**src/design/wlrs_pkg.sv**
```systemverilog
// Shared types, constants and datapath operation codes of the record store.
// No dependencies.
`timescale 1ns / 1ps

package wlrs_pkg;

   localparam int ChunkSlots     = 16;
   localparam int RecordBytesMax = 32;
   localparam int MemoryBytes    = 1024;

   localparam logic [7:0] ErasedByte = 8'hff;
   localparam logic [7:0] ValidMask  = 8'h7f;
   localparam logic [7:0] InvalidBit = 8'h80;

   localparam logic [1:0] KIND_DEFINE = 2'd0;
   localparam logic [1:0] KIND_WRITE  = 2'd1;
   localparam logic [1:0] KIND_READ   = 2'd2;
   localparam logic [1:0] KIND_UNUSED = 2'd3;

   localparam logic [1:0] ST_OK     = 2'd0;
   localparam logic [1:0] ST_NOREC  = 2'd1;
   localparam logic [1:0] ST_BADID  = 2'd2;
   localparam logic [1:0] ST_RANGE  = 2'd3;

   localparam logic [3:0] OP_NONE      = 4'd0;
   localparam logic [3:0] OP_CLEAR     = 4'd1;
   localparam logic [3:0] OP_LATCH     = 4'd2;
   localparam logic [3:0] OP_DEFINE    = 4'd3;
   localparam logic [3:0] OP_BADID     = 4'd4;
   localparam logic [3:0] OP_PUSH      = 4'd5;
   localparam logic [3:0] OP_ACK_WR    = 4'd6;
   localparam logic [3:0] OP_SCAN_RD   = 4'd7;
   localparam logic [3:0] OP_SCAN_NEXT = 4'd8;
   localparam logic [3:0] OP_USE_START = 4'd9;
   localparam logic [3:0] OP_BYTE_RD   = 4'd10;
   localparam logic [3:0] OP_CMP_NEXT  = 4'd11;
   localparam logic [3:0] OP_MARK      = 4'd12;
   localparam logic [3:0] OP_PEND_RD   = 4'd13;
   localparam logic [3:0] OP_WR_BYTE   = 4'd14;
   localparam logic [3:0] OP_NOREC     = 4'd15;
   // read emit shares the byte read path; it is its own code below
   localparam logic [4:0] OP_RD_EMIT   = 5'd16;

   typedef struct packed {
      logic [1:0] kind;
      logic [3:0] chunk_id;
      logic [5:0] record_size;
      logic [9:0] spare_bytes;
      logic [7:0] byte_value;
   } req_type;

   typedef struct packed {
      logic [1:0] status;
      logic [7:0] data_byte;
      logic [4:0] byte_position;
      logic [3:0] assigned_id;
      logic       written;
      logic       last;
   } rsp_type;

   typedef struct packed {
      logic [4:0] op;
   } cmd_type;

   typedef struct packed {
      logic [1:0] kind;
      logic       clr_done;
      logic       cid_bad;
      logic       commit;
      logic       scan_fits;
      logic       scan_valid;
      logic       cmp_diff;
      logic       i_last;
   } stat_type;

endpackage

```
**src/design/wlrs_ctrl.sv**
```systemverilog
// Sequencer of the record store: clearing pass, define, commit scan and read.
// Depends on wlrs_pkg.
`timescale 1ns / 1ps

module wlrs_ctrl (
   input  logic               clock,
   input  logic               reset,
   input  logic               start,
   output logic               busy,
   input  wlrs_pkg::stat_type stat,
   output wlrs_pkg::cmd_type  cmd
);

   localparam logic [3:0] S_CLEAR  = 4'd0;
   localparam logic [3:0] S_IDLE   = 4'd1;
   localparam logic [3:0] S_LOOK   = 4'd2;
   localparam logic [3:0] S_WDEC   = 4'd3;
   localparam logic [3:0] S_SCAN   = 4'd4;
   localparam logic [3:0] S_SCHK   = 4'd5;
   localparam logic [3:0] S_CMP    = 4'd6;
   localparam logic [3:0] S_CCHK   = 4'd7;
   localparam logic [3:0] S_WRISS  = 4'd8;
   localparam logic [3:0] S_WRDO   = 4'd9;
   localparam logic [3:0] S_WACK   = 4'd10;
   localparam logic [3:0] S_RDISS  = 4'd11;
   localparam logic [3:0] S_RDEMIT = 4'd12;

   logic [3:0] state_ff, state_in;

   assign busy = (state_ff != S_IDLE);

   always_comb begin
      state_in = state_ff;
      cmd.op   = {1'b0, wlrs_pkg::OP_NONE};
      unique case (state_ff)
         S_CLEAR: begin
            cmd.op = {1'b0, wlrs_pkg::OP_CLEAR};
            if (stat.clr_done) state_in = S_IDLE;
         end
         S_IDLE: begin
            if (start) begin
               cmd.op   = {1'b0, wlrs_pkg::OP_LATCH};
               state_in = S_LOOK;
            end
         end
         S_LOOK: begin
            state_in = S_IDLE;
            if (stat.kind == wlrs_pkg::KIND_DEFINE) begin
               cmd.op = {1'b0, wlrs_pkg::OP_DEFINE};
            end else if (stat.kind == wlrs_pkg::KIND_WRITE ||
                         stat.kind == wlrs_pkg::KIND_READ) begin
               if (stat.cid_bad) begin
                  cmd.op = {1'b0, wlrs_pkg::OP_BADID};
               end else if (stat.kind == wlrs_pkg::KIND_WRITE) begin
                  cmd.op   = {1'b0, wlrs_pkg::OP_PUSH};
                  state_in = S_WDEC;
               end else begin
                  state_in = S_SCAN;
               end
            end
         end
         S_WDEC: begin
            if (stat.commit) begin
               state_in = S_SCAN;
            end else begin
               cmd.op   = {1'b0, wlrs_pkg::OP_ACK_WR};
               state_in = S_IDLE;
            end
         end
         S_SCAN: begin
            if (stat.scan_fits) begin
               cmd.op   = {1'b0, wlrs_pkg::OP_SCAN_RD};
               state_in = S_SCHK;
            end else if (stat.kind == wlrs_pkg::KIND_WRITE) begin
               cmd.op   = {1'b0, wlrs_pkg::OP_USE_START};
               state_in = S_CMP;
            end else begin
               cmd.op   = {1'b0, wlrs_pkg::OP_NOREC};
               state_in = S_IDLE;
            end
         end
         S_SCHK: begin
            if (stat.scan_valid) begin
               state_in = (stat.kind == wlrs_pkg::KIND_WRITE) ? S_CMP : S_RDISS;
            end else begin
               cmd.op   = {1'b0, wlrs_pkg::OP_SCAN_NEXT};
               state_in = S_SCAN;
            end
         end
         S_CMP: begin
            cmd.op   = {1'b0, wlrs_pkg::OP_BYTE_RD};
            state_in = S_CCHK;
         end
         S_CCHK: begin
            if (stat.cmp_diff) begin
               cmd.op   = {1'b0, wlrs_pkg::OP_MARK};
               state_in = S_WRISS;
            end else if (stat.i_last) begin
               cmd.op   = {1'b0, wlrs_pkg::OP_ACK_WR};
               state_in = S_IDLE;
            end else begin
               cmd.op   = {1'b0, wlrs_pkg::OP_CMP_NEXT};
               state_in = S_CMP;
            end
         end
         S_WRISS: begin
            cmd.op   = {1'b0, wlrs_pkg::OP_PEND_RD};
            state_in = S_WRDO;
         end
         S_WRDO: begin
            cmd.op   = {1'b0, wlrs_pkg::OP_WR_BYTE};
            state_in = stat.i_last ? S_WACK : S_WRISS;
         end
         S_WACK: begin
            cmd.op   = {1'b0, wlrs_pkg::OP_ACK_WR};
            state_in = S_IDLE;
         end
         S_RDISS: begin
            cmd.op   = {1'b0, wlrs_pkg::OP_BYTE_RD};
            state_in = S_RDEMIT;
         end
         S_RDEMIT: begin
            cmd.op   = wlrs_pkg::OP_RD_EMIT;
            state_in = stat.i_last ? S_IDLE : S_RDISS;
         end
         default: state_in = S_IDLE;
      endcase
   end

   always_ff @(posedge clock) begin
      if (reset) state_ff <= S_CLEAR;
      else       state_ff <= state_in;
   end

endmodule

```
**config.mk**
```make
export PLATFORM = sky130hd
export DESIGN_NAME = wlrs_ctrl
export DESIGN_NICKNAME = d
export VERILOG_FILES = /design/src/design/wlrs_pkg.sv /design/src/design/wlrs_ctrl.sv
export SDC_FILE = /design/constraint.sdc
export NUM_CORES = 1
export LEC_CHECK = 0
export BUFFER_PORTS_ARGS = -buffer_cell sky130_fd_sc_hd__buf_2
export CORE_AREA = 2 2 39 41
export DETAILED_ROUTE_END_ITERATION = 12
export DIE_AREA = 0 0 41 43
export GPL_TIMING_DRIVEN = 0
export PLACE_DENSITY = 0.78
export SLEW_MARGIN = 20
export SYNTH_ARGS = -nofsm -noshare
export SYNTH_HDL_FRONTEND = slang
export SYNTH_SLANG_ARGS = --single-unit
```
**constraint.sdc**
```tcl
create_clock -name clock -period 2 [get_ports clock]
set_input_delay 0.2 -clock clock [delete_from_list [all_inputs] [get_ports clock]]
set_output_delay 0.2 -clock clock [all_outputs]
set_load 0.05 [all_outputs]
```
==> flow_metrics.py <==
metrics = {
    "logic_synthesis": {
        "synth_top_family_by_area": "compound AO/OA/AOI/OAI gates",
        "synthMuxAreaShare_pct": 0,
        "syn_avg_cell_area_um2": 6.97,
        "ys_seq_area_share_pct": 11.7,
        "ys_ff_latch": 4,
        "synth_compound_area_share_pct": 40.7,
        "async_reset_ff_share_pct": 0,
        "synthCells": 98,
        "syn_nets": 113,
        "synth_xor_area_share_pct": 0,
        "synth_edf_count": 0,
        "synth_fa_ha_area_share_pct": 5.49,
        "syn-cell-area_um2": 683,
        "synthSimpleGateAreaFrac_pct": 30.8,
        "yosysWarnings": 0,
        "synth.distinct_cells": 43,
        "synth-main-ff-cell": "dfxtp_1",
    },
    "setup_path": {
        "slowest_delay_ns": 0.54,
        "cp_slowest_cell": "or4b_1",
        "critPathTopFamily": "simple AND/OR/NAND/NOR gates",
        "cp-end-kind": "primary output",
        "crit_path_max_fanout": 8,
        "worst-setup-path-type": "reg -> out",
        "path_buf_inv": 1,
        "crit_chain": "or4b_1, o22ai_1, nand2_1, nand3_1, buf_2",
        "worstSetupStartpointType": "flop",
        "cp.required_ns": 1.80,
        "critPathArrivalTime_ns": 1.69,
    },
    "drt": {
        "viasPerCell": 6.24,
        "via_count": 836,
        "wire_per_inst_um": 14.8,
        "drt-initial-drc-count": 19,
        "firstDrtPassIters": 4,
        "final_antenna_net_count": 0,
        "wl_um": 1980,
        "drc": 0,
    },
    "floorplan": {
        "rows": 14,
        "die_w_um": 41,
        "die_y_um": 43,
        "initial_core_util_pct": 49.4,
        "dieArea_mm2": 0.00176,
        "ios": 18,
        "core-area_mm2": 0.00138,
    },
    "sta": {
        "rsz0062_at_grt": "no",
        "max_freq_ghz": 0.530,
        "finalMaxSlewViolations": 0,
        "hold_viol_final": 0,
        "finClkSkew_ns": 0.00136,
        "min_period_over_period_pct": 94.3,
        "tightest_slew_ns": 0.478,
        "fin_crit_ns": 1.89,
        "setup_viol": 0,
        "timing.setup.tns_ns": 0,
        "relSlewSlack_pct": 67.7,
        "hold_slack_ns": 0.229,
    },
    "finish": {
        "largest-register": "state_ff",
        "nNetsFinal": 135,
        "drive_gt1_share_pct": 27.1,
        "fill_cells": 124,
        "reg_top3": "state_ff x4",
        "diodes": 0,
        "final_cell_area_um2": 823,
        "fin_util_pct": 59.5,
        "largest_register_ff_count": 4,
        "area_growth_syn_to_layout_pct": 20.5,
    },
    "grt": {
        "grt_usage_pct": 25.8,
        "grt_pass1_vias": 766,
        "grt_overflow": 0,
        "grt_max_degree": 11,
        "antenna_found_initial": 0,
        "grt_pass1_wl_um": 3220,
    },
    "placed_design": {
        "io_buffers": 17,
        "post_dp_cell_area_um2": 788,
        "dpl.hpwl_um": 1430,
        "gp_congestion": 0.926,
    },
    "pwr": {
        "totalPowerFinal_mw": 0.297,
        "leakage_nw": 0.356,
        "ir_drop_uv": 281,
        "power_density_mw_per_mm2": 361,
    },
    "run": {
        "maxCapViolCount": 0,
    },
    "cts": {
        "cts.sinks": 4,
        "clock-root-buffer": "clkbuf_4",
        "cts.reportedPaths.clkPinSlew_ns": 0.03,
        "cts_hold_buffers": 0,
        "clock_latency_ns": 0.23,
        "cts_tree": "yes",
        "clk_path_buf_depth": 2,
        "post_cts_resized": 0,
        "cts_setup_buffers": 0,
        "cts_made_buffers": 3,
        "htreeDepth": 1,
    },
    "worst_hold_path": {
        "timing.hold.worst.class": "in -> reg",
    },
    "run_status": {
        "status": "finished, final reports clean",
    },
}
==> worst min-delay path, stage by stage <==
cell     delay (ns)
buf_2          0.09
a21o_1         0.08
a31oi_1        0.04
==> layer usage <==
metal,global-route usage [%],share of wire (%),up-vias
met5,0,0,-
met4,10.7,0.30,0
met3,2.09,8.1,2
met2,40.0,49,44
met1,35.0,43,375
li1,-,-,415
==> logic make-up after synthesis <==
logic type | count (synthesis)
AND/OR/NAND/NOR | 36
adder cells (fa/ha/maj) | 3
AO/OA/AOI/OAI | 40
flip-flops | 4
buffers and inverters | 15
==> worst paths after layout <==
path                 end  cells after the start  slack (ns)        start
min          state_ff[0]                      3        0.23        reset
max reg2reg  state_ff[3]                      4        0.67  state_ff[0]
min reg2reg  state_ff[0]                      3        0.81  state_ff[2]
max               cmd[2]                      5        0.11  state_ff[2]
==> layout by cell type, fill, tap and decap left out, types with 2 or more instances in the layout <==
cell type  Yosys  final
buf_2          2     18
inv_1          7      7
a21oi_1        7      7
nor2_1         6      6
nand2_1        5      5
nor3_1         6      5
o21ai_0        6      5
o22ai_1        4      4
clkbuf_4       0      4
dfxtp_1        4      4
buf_4          3      3
o211ai_1       3      3
a31oi_1        3      3
nor3b_1        3      3
ha_1           3      3
inv_2          2      2
nand3_1        2      2
nor2b_1        2      2
a21o_1         2      2
a22oi_1        2      2
and2_1         2      2
o21a_1         2      2
==> power breakdown <==
part | internal (mW) | switching (mW)
Sequential | 0.0826 | 0.00421
Combinational | 0.0447 | 0.0706
Clock | 0.0668 | 0.0282
==> cell usage after synthesis, types with 2 or more instances <==
library cell,count,area [µm²]
o22ai_1,4,25.0
nor2_1,6,22.5
and2_1,2,12.5
o211ai_1,3,22.5
buf_4,3,22.5
inv_1,7,26.3
buf_2,2,10.0
nor2b_1,2,12.5
nor3_1,6,30.0
a21oi_1,7,35.0
dfxtp_1,4,80.1
nor3b_1,3,22.5
o21ai_0,6,30.0
o21a_1,2,15.0
ha_1,3,37.5
nand3_1,2,10.0
a22oi_1,2,15.0
nand2_1,5,18.8
a31oi_1,3,18.8
inv_2,2,7.51
a21o_1,2,15.0
==> layout make-up <==
class	instances	area, µm²	area share (%)
Clock buffer	3	22.5	2.74
Multi-Input combinational cell	79	536	65.0
Inverter	9	33.8	4.10
Tap cell	16	20.0	2.43
Timing Repair Buffer	17	87.6	10.6
Buffer	6	43.8	5.32
Sequential cell	4	80.1	9.73
==> stage by stage <==
step	instances	setup WS, ns
after floorplan	98	0.0683
after CTS	134	0.0719
final	134	0.115
after detailed placement	131	0.186
after global routing	134	0.0232
after global placement	131	0.216
No activity file was read; power rests on OpenSTA's default activity.
